### config.mk
export PLATFORM = sky130hd
export DESIGN_NAME = lifo_batch_process_scheduler_top
export DESIGN_NICKNAME = d
export VERILOG_FILES = /design/src/rtl/lbps_pkg.sv /design/src/rtl/lbps_cell.sv /design/src/rtl/lifo_batch_process_scheduler_top.sv
export SDC_FILE = /design/constraint.sdc
export NUM_CORES = 1
export LEC_CHECK = 0
export ABC_CLOCK_PERIOD_IN_PS = 9600
export BUFFER_PORTS_ARGS = -buffer_cell sky130_fd_sc_hd__buf_2
export CORE_MARGIN = 2
export CORE_UTILIZATION = 32
export CTS_CLUSTER_DIAMETER = 40
export DETAILED_ROUTE_END_ITERATION = 10
export PLACE_DENSITY_LB_ADDON = 0.1
export SYNTH_ARGS = -nofsm -noshare
export SYNTH_HDL_FRONTEND = slang
export SYNTH_HIERARCHICAL = 1
export SYNTH_SLANG_ARGS = --single-unit
### constraint.sdc
create_clock -name i_clk -period 9.6 [get_ports i_clk]
set_input_delay 0 -clock i_clk [delete_from_list [all_inputs] [get_ports i_clk]]
set_output_delay 0 -clock i_clk [all_outputs]
set_load 0.05 [all_outputs]
### src/rtl/lbps_pkg.sv
// shared types and sizes for the lifo batch scheduler
package lbps_pkg;

    localparam int JOB_DEPTH = 16;
    localparam int CNT_W     = $clog2(JOB_DEPTH + 1);
    localparam int ID_W      = 16;
    localparam int TIME_W    = 16;

    typedef struct packed {
        logic [ID_W-1:0]   id;
        logic [TIME_W-1:0] service;
    } t_entry;

    // one entry of each bank, indexed by bank number
    typedef t_entry [1:0] t_pair;

    typedef struct packed {
        logic push;
        logic pop;
        logic bank;
    } t_cell_ctrl;

endpackage

### src/rtl/lbps_cell.sv
// one slot of both job banks, shifting towards or away from the top
module lbps_cell import lbps_pkg::*; (
    input  logic       i_clk,
    input  t_cell_ctrl i_ctrl,
    input  t_pair      i_prev,
    input  t_pair      i_next,
    output t_pair      o_pair
);

    t_pair r_pair;

    always_ff @(posedge i_clk) begin
        if (i_ctrl.push) begin
            r_pair[i_ctrl.bank] <= i_prev[i_ctrl.bank];
        end else if (i_ctrl.pop) begin
            r_pair[i_ctrl.bank] <= i_next[i_ctrl.bank];
        end
    end

    assign o_pair = r_pair;

endmodule

### src/rtl/lifo_batch_process_scheduler_top.sv
// top level of the non-preemptive lifo batch job scheduler
// usage:
//   a word is taken at a rising edge with start high and busy low.
//   i_req_type low brings an arrival (i_job_id, i_service_time), high is one
//   time tick. every word gives exactly one result word, shown for a single
//   cycle with o_strobe high, in the cycle after the word was taken.
//   arrivals go to the pending bank; zero service or a full bank raises
//   o_arrival_dropped. a tick with no running job and an empty stack swaps
//   the banks so the newest arrival is on top, pops it and serves it.
//   o_served, o_served_id, o_remaining_before and o_job_finished describe
//   the tick; an idle tick gives all zeros.
// rate: one word every cycle once busy is low; arrivals and pops shift one
//   bank through every cell of the chain, and only the top cell is read.
// reset: synchronous, active low; banks empty, no job running, busy high
//   for the reset cycles only. bank contents are not cleared, the counts
//   keep stale cells from ever being read.
// the receiver cannot stall, so results are never held back.
module lifo_batch_process_scheduler_top import lbps_pkg::*; (
    input  logic              i_clk,
    input  logic              i_rst_n,
    input  logic              start,
    input  logic              i_req_type,
    input  logic [ID_W-1:0]   i_job_id,
    input  logic [TIME_W-1:0] i_service_time,
    output logic              busy,
    output logic              o_strobe,
    output logic              o_served,
    output logic [ID_W-1:0]   o_served_id,
    output logic [TIME_W-1:0] o_remaining_before,
    output logic              o_job_finished,
    output logic              o_arrival_dropped
);

    localparam logic REQ_ARRIVAL = 1'b0;
    localparam logic REQ_TICK    = 1'b1;

    // scheduler state
    logic              r_sel, n_sel;
    logic [CNT_W-1:0]  r_stack_cnt, n_stack_cnt;
    logic [CNT_W-1:0]  r_pend_cnt, n_pend_cnt;
    logic              r_run_valid, n_run_valid;
    logic [ID_W-1:0]   r_run_id, n_run_id;
    logic [TIME_W-1:0] r_run_left, n_run_left;
    logic              r_busy;

    // result word
    logic              r_strobe;
    logic              r_served, n_served;
    logic [ID_W-1:0]   r_served_id, n_served_id;
    logic [TIME_W-1:0] r_rem, n_rem;
    logic              r_finished, n_finished;
    logic              r_dropped, n_dropped;

    logic       w_accept;
    t_cell_ctrl w_ctrl;
    t_entry     w_new;
    t_pair      w_cell [JOB_DEPTH];
    t_pair      w_top;

    assign w_accept    = start && !r_busy;
    assign w_new.id      = i_job_id;
    assign w_new.service = i_service_time;
    assign w_top       = w_cell[0];

    // chain of slots: a push shifts the pending bank away from cell 0,
    // a pop shifts the stack bank towards cell 0, so cell 0 is always the top
    for (genvar g = 0; g < JOB_DEPTH; g++) begin : g_cell
        t_pair w_prev;
        t_pair w_next;

        if (g == 0) begin : g_head
            assign w_prev = {w_new, w_new};
        end else begin : g_body
            assign w_prev = w_cell[g-1];
        end

        if (g == JOB_DEPTH - 1) begin : g_tail
            assign w_next = w_cell[g];
        end else begin : g_mid
            assign w_next = w_cell[g+1];
        end

        lbps_cell u_cell (
            .i_clk  (i_clk),
            .i_ctrl (w_ctrl),
            .i_prev (w_prev),
            .i_next (w_next),
            .o_pair (w_cell[g])
        );
    end

    always_comb begin
        n_sel       = r_sel;
        n_stack_cnt = r_stack_cnt;
        n_pend_cnt  = r_pend_cnt;
        n_run_valid = r_run_valid;
        n_run_id    = r_run_id;
        n_run_left  = r_run_left;
        n_served    = 1'b0;
        n_served_id = '0;
        n_rem       = '0;
        n_finished  = 1'b0;
        n_dropped   = 1'b0;
        w_ctrl.push = 1'b0;
        w_ctrl.pop  = 1'b0;
        w_ctrl.bank = ~r_sel;

        if (w_accept) begin
            unique case (i_req_type)
                REQ_ARRIVAL: begin
                    // zero service or full pending bank: reject
                    if (i_service_time == '0 || r_pend_cnt >= CNT_W'(JOB_DEPTH)) begin
                        n_dropped = 1'b1;
                    end else begin
                        w_ctrl.push = 1'b1;
                        w_ctrl.bank = ~r_sel;
                        n_pend_cnt  = r_pend_cnt + 1'b1;
                    end
                end
                REQ_TICK: begin
                    if (!r_run_valid) begin
                        // stack drained: pending bank becomes the stack
                        if (r_stack_cnt == '0 && r_pend_cnt != '0) begin
                            n_sel       = ~r_sel;
                            n_stack_cnt = r_pend_cnt;
                            n_pend_cnt  = '0;
                        end
                        if (n_stack_cnt != '0) begin
                            n_stack_cnt = n_stack_cnt - 1'b1;
                            w_ctrl.pop  = 1'b1;
                            w_ctrl.bank = n_sel;
                            n_run_id    = w_top[n_sel].id;
                            n_run_left  = w_top[n_sel].service;
                            n_run_valid = (w_top[n_sel].service != '0);
                        end
                    end
                    if (n_run_valid) begin
                        n_served    = 1'b1;
                        n_served_id = n_run_id;
                        n_rem       = n_run_left;
                        n_run_left  = n_run_left - 1'b1;
                        if (n_run_left == '0) begin
                            n_finished  = 1'b1;
                            n_run_valid = 1'b0;
                        end
                    end
                end
                default: ;
            endcase
        end
    end

    always_ff @(posedge i_clk) begin
        if (!i_rst_n) begin
            r_sel       <= 1'b0;
            r_stack_cnt <= '0;
            r_pend_cnt  <= '0;
            r_run_valid <= 1'b0;
            r_run_id    <= '0;
            r_run_left  <= '0;
            r_busy      <= 1'b1;
            r_strobe    <= 1'b0;
        end else begin
            r_sel       <= n_sel;
            r_stack_cnt <= n_stack_cnt;
            r_pend_cnt  <= n_pend_cnt;
            r_run_valid <= n_run_valid;
            r_run_id    <= n_run_id;
            r_run_left  <= n_run_left;
            r_busy      <= 1'b0;
            r_strobe    <= w_accept;
        end
    end

    // result payload, no reset needed
    always_ff @(posedge i_clk) begin
        r_served    <= n_served;
        r_served_id <= n_served_id;
        r_rem       <= n_rem;
        r_finished  <= n_finished;
        r_dropped   <= n_dropped;
    end

    assign busy               = r_busy;
    assign o_strobe           = r_strobe;
    assign o_served           = r_served;
    assign o_served_id        = r_served_id;
    assign o_remaining_before = r_rem;
    assign o_job_finished     = r_finished;
    assign o_arrival_dropped  = r_dropped;

endmodule

# ---- Yosys cells after proc, flatten, opt, wreduce, memory -nomap -nowiden
# Cells that the tools add are included.
dict set report word_totals {
  out_inout_bits 37
  inputBits 36
  ff_bits 1105
  wordCells 246
}
dict set report op_classes {
  eq_ne 3
  n_addsub 3
  n_mux 138
  bitwise_logic 4
  reduce_logical 17
  n_lt_le_gt_ge 4
}
# operator n
set op_table {}
lappend op_table {{$bwmux W64} 32}
lappend op_table {{$mux W64} 32}
lappend op_table {{$mux W32} 36}
lappend op_table {{$mux W16} 7}
lappend op_table {{$mux W5} 8}
lappend op_table {{$demux W32 S1} 1}
lappend op_table {{$logic_not A16 Y1} 2}
lappend op_table {{$mux W1} 17}
lappend op_table {{$reduce_bool A16 Y1} 1}
lappend op_table {{$sub A16 B1 Y16 const B} 1}
lappend op_table {{$pmux W5 S2} 1}
lappend op_table {{$reduce_bool A5 Y1} 2}
lappend op_table {{$reduce_and A3 Y1} 2}
lappend op_table {{$add A5 B1 Y5 const B} 1}
lappend op_table {{$ge A5 B5 Y1 const B} 1}
lappend op_table {{$logic_not A5 Y1} 1}
lappend op_table {{$sub A5 B1 Y5 const B} 1}
lappend op_table {{$lt A1 B2 Y1 const B} 2}
lappend op_table {{$mux W2} 2}
lappend op_table {{$ne A2 B2 Y1 const B} 2}
lappend op_table {{$not A1 Y1} 4}
lappend op_table {{$reduce_and A4 Y1} 1}
lappend op_table {{$logic_and A1 B1 Y1} 3}
lappend op_table {{$mux W3} 1}
lappend op_table {{other kinds (8)} 8}

# ---- Logic depth before layout (Yosys ltp)
dict set report logic_depth {
  ltp_word 18
  mapped_depth 15
  ltp_nobuf 12
}

# ---- Cells and area by module
# Netlist, hierarchy kept.
# mod instances cells_per_inst area_per_inst_um2 seq_area_each_um2
set by_module_without_submodules {}
lappend by_module_without_submodules {lbps_cell 16 209 3002.9 1921.8}
lappend by_module_without_submodules {lifo_batch_process_scheduler_top 1 484 4119.0 1621.6}

# ---- Worst setup path before layout
# OpenSTA, ideal clock, no wires.
dict set report synth_path {
  path_kind {register to register}
  from {register r_pend_cnt[0]}
  to {register g_cell[0].u_cell.r_pair, in the netlist g_cell[0].u_cell/o_pair[32] (enable)}
  path_buffers 1
  setup_slack_ps 3664
  synth_period_minus_slack_ps 5936
  path_stages_with_launch 13
  t_required_ps 9175
  setup_ps 425
  t_arrival_ps 5511
  cell_sequence {dfxtp_1 inv_1 ha_1 nor4b_4 nor3_2 a21oi_1 ha_1 nand4_1 nand2_1 nor2_1 xnor2_1 clkbuf_1 nor2b_1}
}
dict set report synth_via {
  elab_chain_len 12
  elab_cells_between_ends 16
  cone_classes {1 x order compare; 10 x mux; 5 x reduce/logical}
}
# item line_no
set synth_rtl {}
lappend synth_rtl {{start, declared} lifo_batch_process_scheduler_top.sv:40} ;# logic [CNT_W-1:0] r_pend_cnt, n_pend_cnt;
lappend synth_rtl {{start signal, assigned} lifo_batch_process_scheduler_top.sv:166} ;# r_pend_cnt <= n_pend_cnt;
lappend synth_rtl {{$reduce_bool A5 Y1} lifo_batch_process_scheduler_top.sv:123} ;# if (r_stack_cnt == '0 && r_pend_cnt != '0) begin
lappend synth_rtl {{$logic_and A1 B1 Y1} lifo_batch_process_scheduler_top.sv:123}
lappend synth_rtl {{$mux W5} lifo_batch_process_scheduler_top.sv:123}
lappend synth_rtl {{$mux W5} lifo_batch_process_scheduler_top.sv:121} ;# if (!r_run_valid) begin
lappend synth_rtl {{$mux W5} lifo_batch_process_scheduler_top.sv:109} ;# unique case (i_req_type)
lappend synth_rtl {{$mux W5} lifo_batch_process_scheduler_top.sv:108} ;# if (w_accept) begin
lappend synth_rtl {{$reduce_bool A5 Y1} lifo_batch_process_scheduler_top.sv:128} ;# if (n_stack_cnt != '0) begin
lappend synth_rtl {{$mux W2} lifo_batch_process_scheduler_top.sv:128}
lappend synth_rtl {{$mux W2} lifo_batch_process_scheduler_top.sv:121}
lappend synth_rtl {{$mux W1} lifo_batch_process_scheduler_top.sv:109}
lappend synth_rtl {{$mux W3 *} lifo_batch_process_scheduler_top.sv:108}
lappend synth_rtl {{$reduce_bool A2 Y1 (no source line) *} n/a}
lappend synth_rtl {{end signal, assigned by index} lbps_cell.sv:14} ;# r_pair[i_ctrl.bank] <= i_prev[i_ctrl.bank];
lappend synth_rtl {{end signal, assigned by index} lbps_cell.sv:16} ;# r_pair[i_ctrl.bank] <= i_next[i_ctrl.bank];
lappend synth_rtl {{end, declared} lbps_cell.sv:10} ;# t_pair r_pair;
# Every way passes the cells marked *; elsewhere a longest branch is shown, timed or not. The select of a mux whose other input is x is not followed.
# A chain may end at the register's enable or synchronous reset.

==> metrics.md <==
| Metric | Value |
|---|---|
| Die height | `408 um` |
| Routed vias | `29.5k` |
| RSZ-0062 raised after global routing | `false` |
| Worst hold path type | `input pin to register` |
| CTS Root Cell | `clkbuf_16` |
| Initial Util | `0.321` |
| Final hold slack | `158 ps` |
| # rows | `148` |
| Hold Vio Cnt, Final | `0` |
| Crit. End Element | `register` |
| Top post-synthesis cells by area | `edfxtp_1 (59%), mux2i_1 (20%), nor2b_1 (6.4%)` |
| Mean Syn Cell Area | `13.6 um^2` |
| Element type at the critical path start | `register` |
| # fillers | `15.5k` |
| Final Max Tran Viols | `0` |
| Initial DRC count | `2197` |
| Clk_skew | `37.4 ps` |
| Power Dens Cells | `211 nW/um^2` |
| Full die area | `166000 um^2` |
| Ys async rst share | `0` |
| Max Freq | `0.186 GHz` |
| Post-route DRC | `0` |
| Initial antenna violation count | `0` |
| Outcome | `complete, no violations` |
| WL final | `132 mm` |
| RR Startpoint | `r_pend_cnt[0]$_SDFFE_PN0P_` |
| Global route overflow | `0` |
| Via-per-instance ratio | `4.69` |
| First-pass GRT wire length | `197 mm` |
| Post-Layout Cell Count | `6277` |
| CP Buf/Inv Count | `3` |
| Grt met1 use | `0.235` |
| Share of cells above drive strength 1 | `0.121` |
| Pwr Total | `12.9 mW` |
| Syn Nets | `3867` |
| Num CTS Buffers | `196` |
| Grt met2 use | `0.224` |
| GRT busiest layer | `met1` |
| Worst Hold Depth | `4` |
| I/O pin count | `73` |
| GRT Resource Usage Total | `0.155` |
| Crit path launch | `r_pend_cnt[0]$_SDFFE_PN0P_` |
| Yosys warning count | `6` |
| Critical path depth | `13` |
| Pin count of the biggest net entering global routing | `195` |
| I/O Buffers | `72` |
| Biggest area consumer among synthesized cells | `edfxtp_1` |
| Synth Register Bits | `1105` |
| Post_cts resized | `0` |
| Final Util | `0.377` |
| ANT nets after route | `0` |
| Final setup viols | `0` |
| Area Overhead vs Synth | `17.4%` |
| Die Wd | `408 um` |
| Top FF cell, synth | `edfxtp_1` |
| Number of diodes | `0` |
| Synthesized area | `52200 um^2` |
| CTS Sinks | `1105` |
| Latest clock arrival within the worst-skew pair | `810 ps` |
| Setup tns final | `0 ps` |
| Pre-antenna DRT Iters | `5` |
| Most frequent cell after synthesis | `mux2i_1` |
| Post-DP HPWL | `81.2 mm` |
| Max stage delay on crit path | `830 ps` |
| CP Data Required Time | `10100 ps` |
| Top cells by count, synth | `mux2i_1 (1049), edfxtp_1 (1024), nor2_1 (615)` |
| H-tree depth | `4` |
| Worst path slowest cell | `buf_4` |
| Final nets | `3972` |
| CP cell instances | `inv_1 -> ha_1 -> nor4b_4 -> nor3_2 -> a21oi_1 -> ha_1 -> nand4_1 -> nand2_1 -> nor2_1 -> xnor2_2 -> buf_4 -> buf_12 -> nor2_1` |
| Top-area cell type share of the netlist area | `0.589` |
| Slew HR | `0.239` |
| Reg clk slew, reported paths | `50 ps` |
| Worst VDD drop | `0.133 mV` |
| Post-synthesis sequential area ratio | `0.621` |
| Netlist cell types | `63` |
| Worst slew pin tran | `1140 ps` |
| Core area | `162000 um^2` |
| CP delay by family, top | `buffers and inverters` |
| Lkg Pwr | `19.7 nW` |
| Post-synth EDFFs | `1024` |
| Final worst-path cycle share | `0.560` |
| Final GP Congestion | `0.748` |
| Setup CP Type | `register to register` |
| Max Buffers Root-to-Sink | `3` |
| CTS tree | `done` |
| # Max-Cap Violations | `0` |
| Fin crit period | `5370 ps` |
| Met3 usage | `0.0279` |
| Depth of the most critical reg-to-reg path | `13` |
| Cells after DPL | `5873` |
| Dpl ws | `4250 ps` |
| Post-Syn Instances | `3828` |
| Cell Area, Placed | `54200 um^2` |
| Vias in the first global route | `29.2k` |
| CP max FO | `191` |
| Final setup margin | `4230 ps` |
| Design Area, Final | `61200 um^2` |
| Worst endpoint data arrival time | `5870 ps` |
| WL/cell | `21.0 um` |
| Hold Crit Start | `i_service_time[0]` |
| Reg2reg setup slack | `4230 ps` |
==> layout make-up <==
class                           count  area [um^2]  share of cell area
Timing Repair Buffer              162         1230              0.0201
Sequential cell                  1105        32400               0.529
Inverter                            9         33.8            0.000552
Multi-Input combinational cell   2459        18200               0.297
Clock inverter                    142         1540              0.0251
Tap cell                         2175         2720              0.0444
Clock buffer                      225         5140              0.0840
==> worst paths after layout <==
path,end
setup / recovery,g_cell[15].u_cell/o_pair[11]$_DFFE_PP_
hold / removal,g_cell[0].u_cell/o_pair[0]$_DFFE_PP_
setup reg to reg,g_cell[15].u_cell/o_pair[11]$_DFFE_PP_
hold reg to reg,o_served_id[12]$_SDFF_PN0_
==> repair_timing <==
action	CTS	global route
endpoints found under the hold margin	111	0
hold buffers	37	0
buffers inserted	0	0
==> power by group <==
part           internal (mW)  switching [mW]
Clock                   4.54            2.49
Combinational          0.203           0.279
Sequential              5.33          0.0610
==> registers in the layout, summed over array words and instances (netlist names) <==
signal                flops
r_pend_cnt                5
o_arrival_dropped         1
o_served                  1
r_run_left               16
o_strobe                  1
r_stack_cnt               5
busy                      1
o_remaining_before       16
r_run_valid               1
o_job_finished            1
r_run_id                 16
r_sel                     1
g_cell.u_cell/o_pair   1024
o_served_id              16
==> routing by layer <==
metal / up-vias / share of wire
li1: 14200 / -
met5: - / 0
met2: 582 / 0.43
met3: 208 / 0.039
met1: 14500 / 0.51
met4: 0 / 0.023
==> worst reg2reg max path, stage by stage, from the launching register on <==
cell and delay [ps]:
dfxtp_1 370, inv_1 80, ha_1 170, nor4b_4 480
nor3_2 200, a21oi_1 280, ha_1 310, nand4_1 300
nand2_1 240, nor2_1 90, xnor2_2 610, buf_4 840
buf_12 730, nor2_1 360
==> placed cells by master, fill, tap and decap left out, types with 27 or more instances in the layout <==
cell type | synthesis | final
a211oi_1 | 36 | 36
buf_4 | 16 | 45
o21ai_0 | 27 | 27
buf_2 | 74 | 72
edfxtp_1 | 1024 | 1024
dlygate4sd3_1 | 0 | 37
nor2b_1 | 535 | 519
clkbuf_16 | 0 | 202
clkinv_2 | 0 | 37
nor2_1 | 615 | 599
clkinv_1 | 1 | 28
mux2i_1 | 1049 | 1049
dfxtp_1 | 81 | 81
==> kinds of logic (layout without fill, tap and decap cells) <==
| family | after synthesis | in the layout | synth area share |
|---|---|---|---|
| flip-flops | 1105 | 1105 | 0.621 |
| multiplexers | 1051 | 1051 | 0.202 |
| adder cells (fa/ha/maj) | 3 | 3 | 0.000720 |
| XOR/XNOR | 11 | 11 | 0.00185 |
| buffers and inverters | 264 | 538 | 0.0357 |
| AO/OA/AOI/OAI | 134 | 134 | 0.0178 |
| AND/OR/NAND/NOR | 1260 | 1260 | 0.122 |
Power figures use the tool's default switching activity.
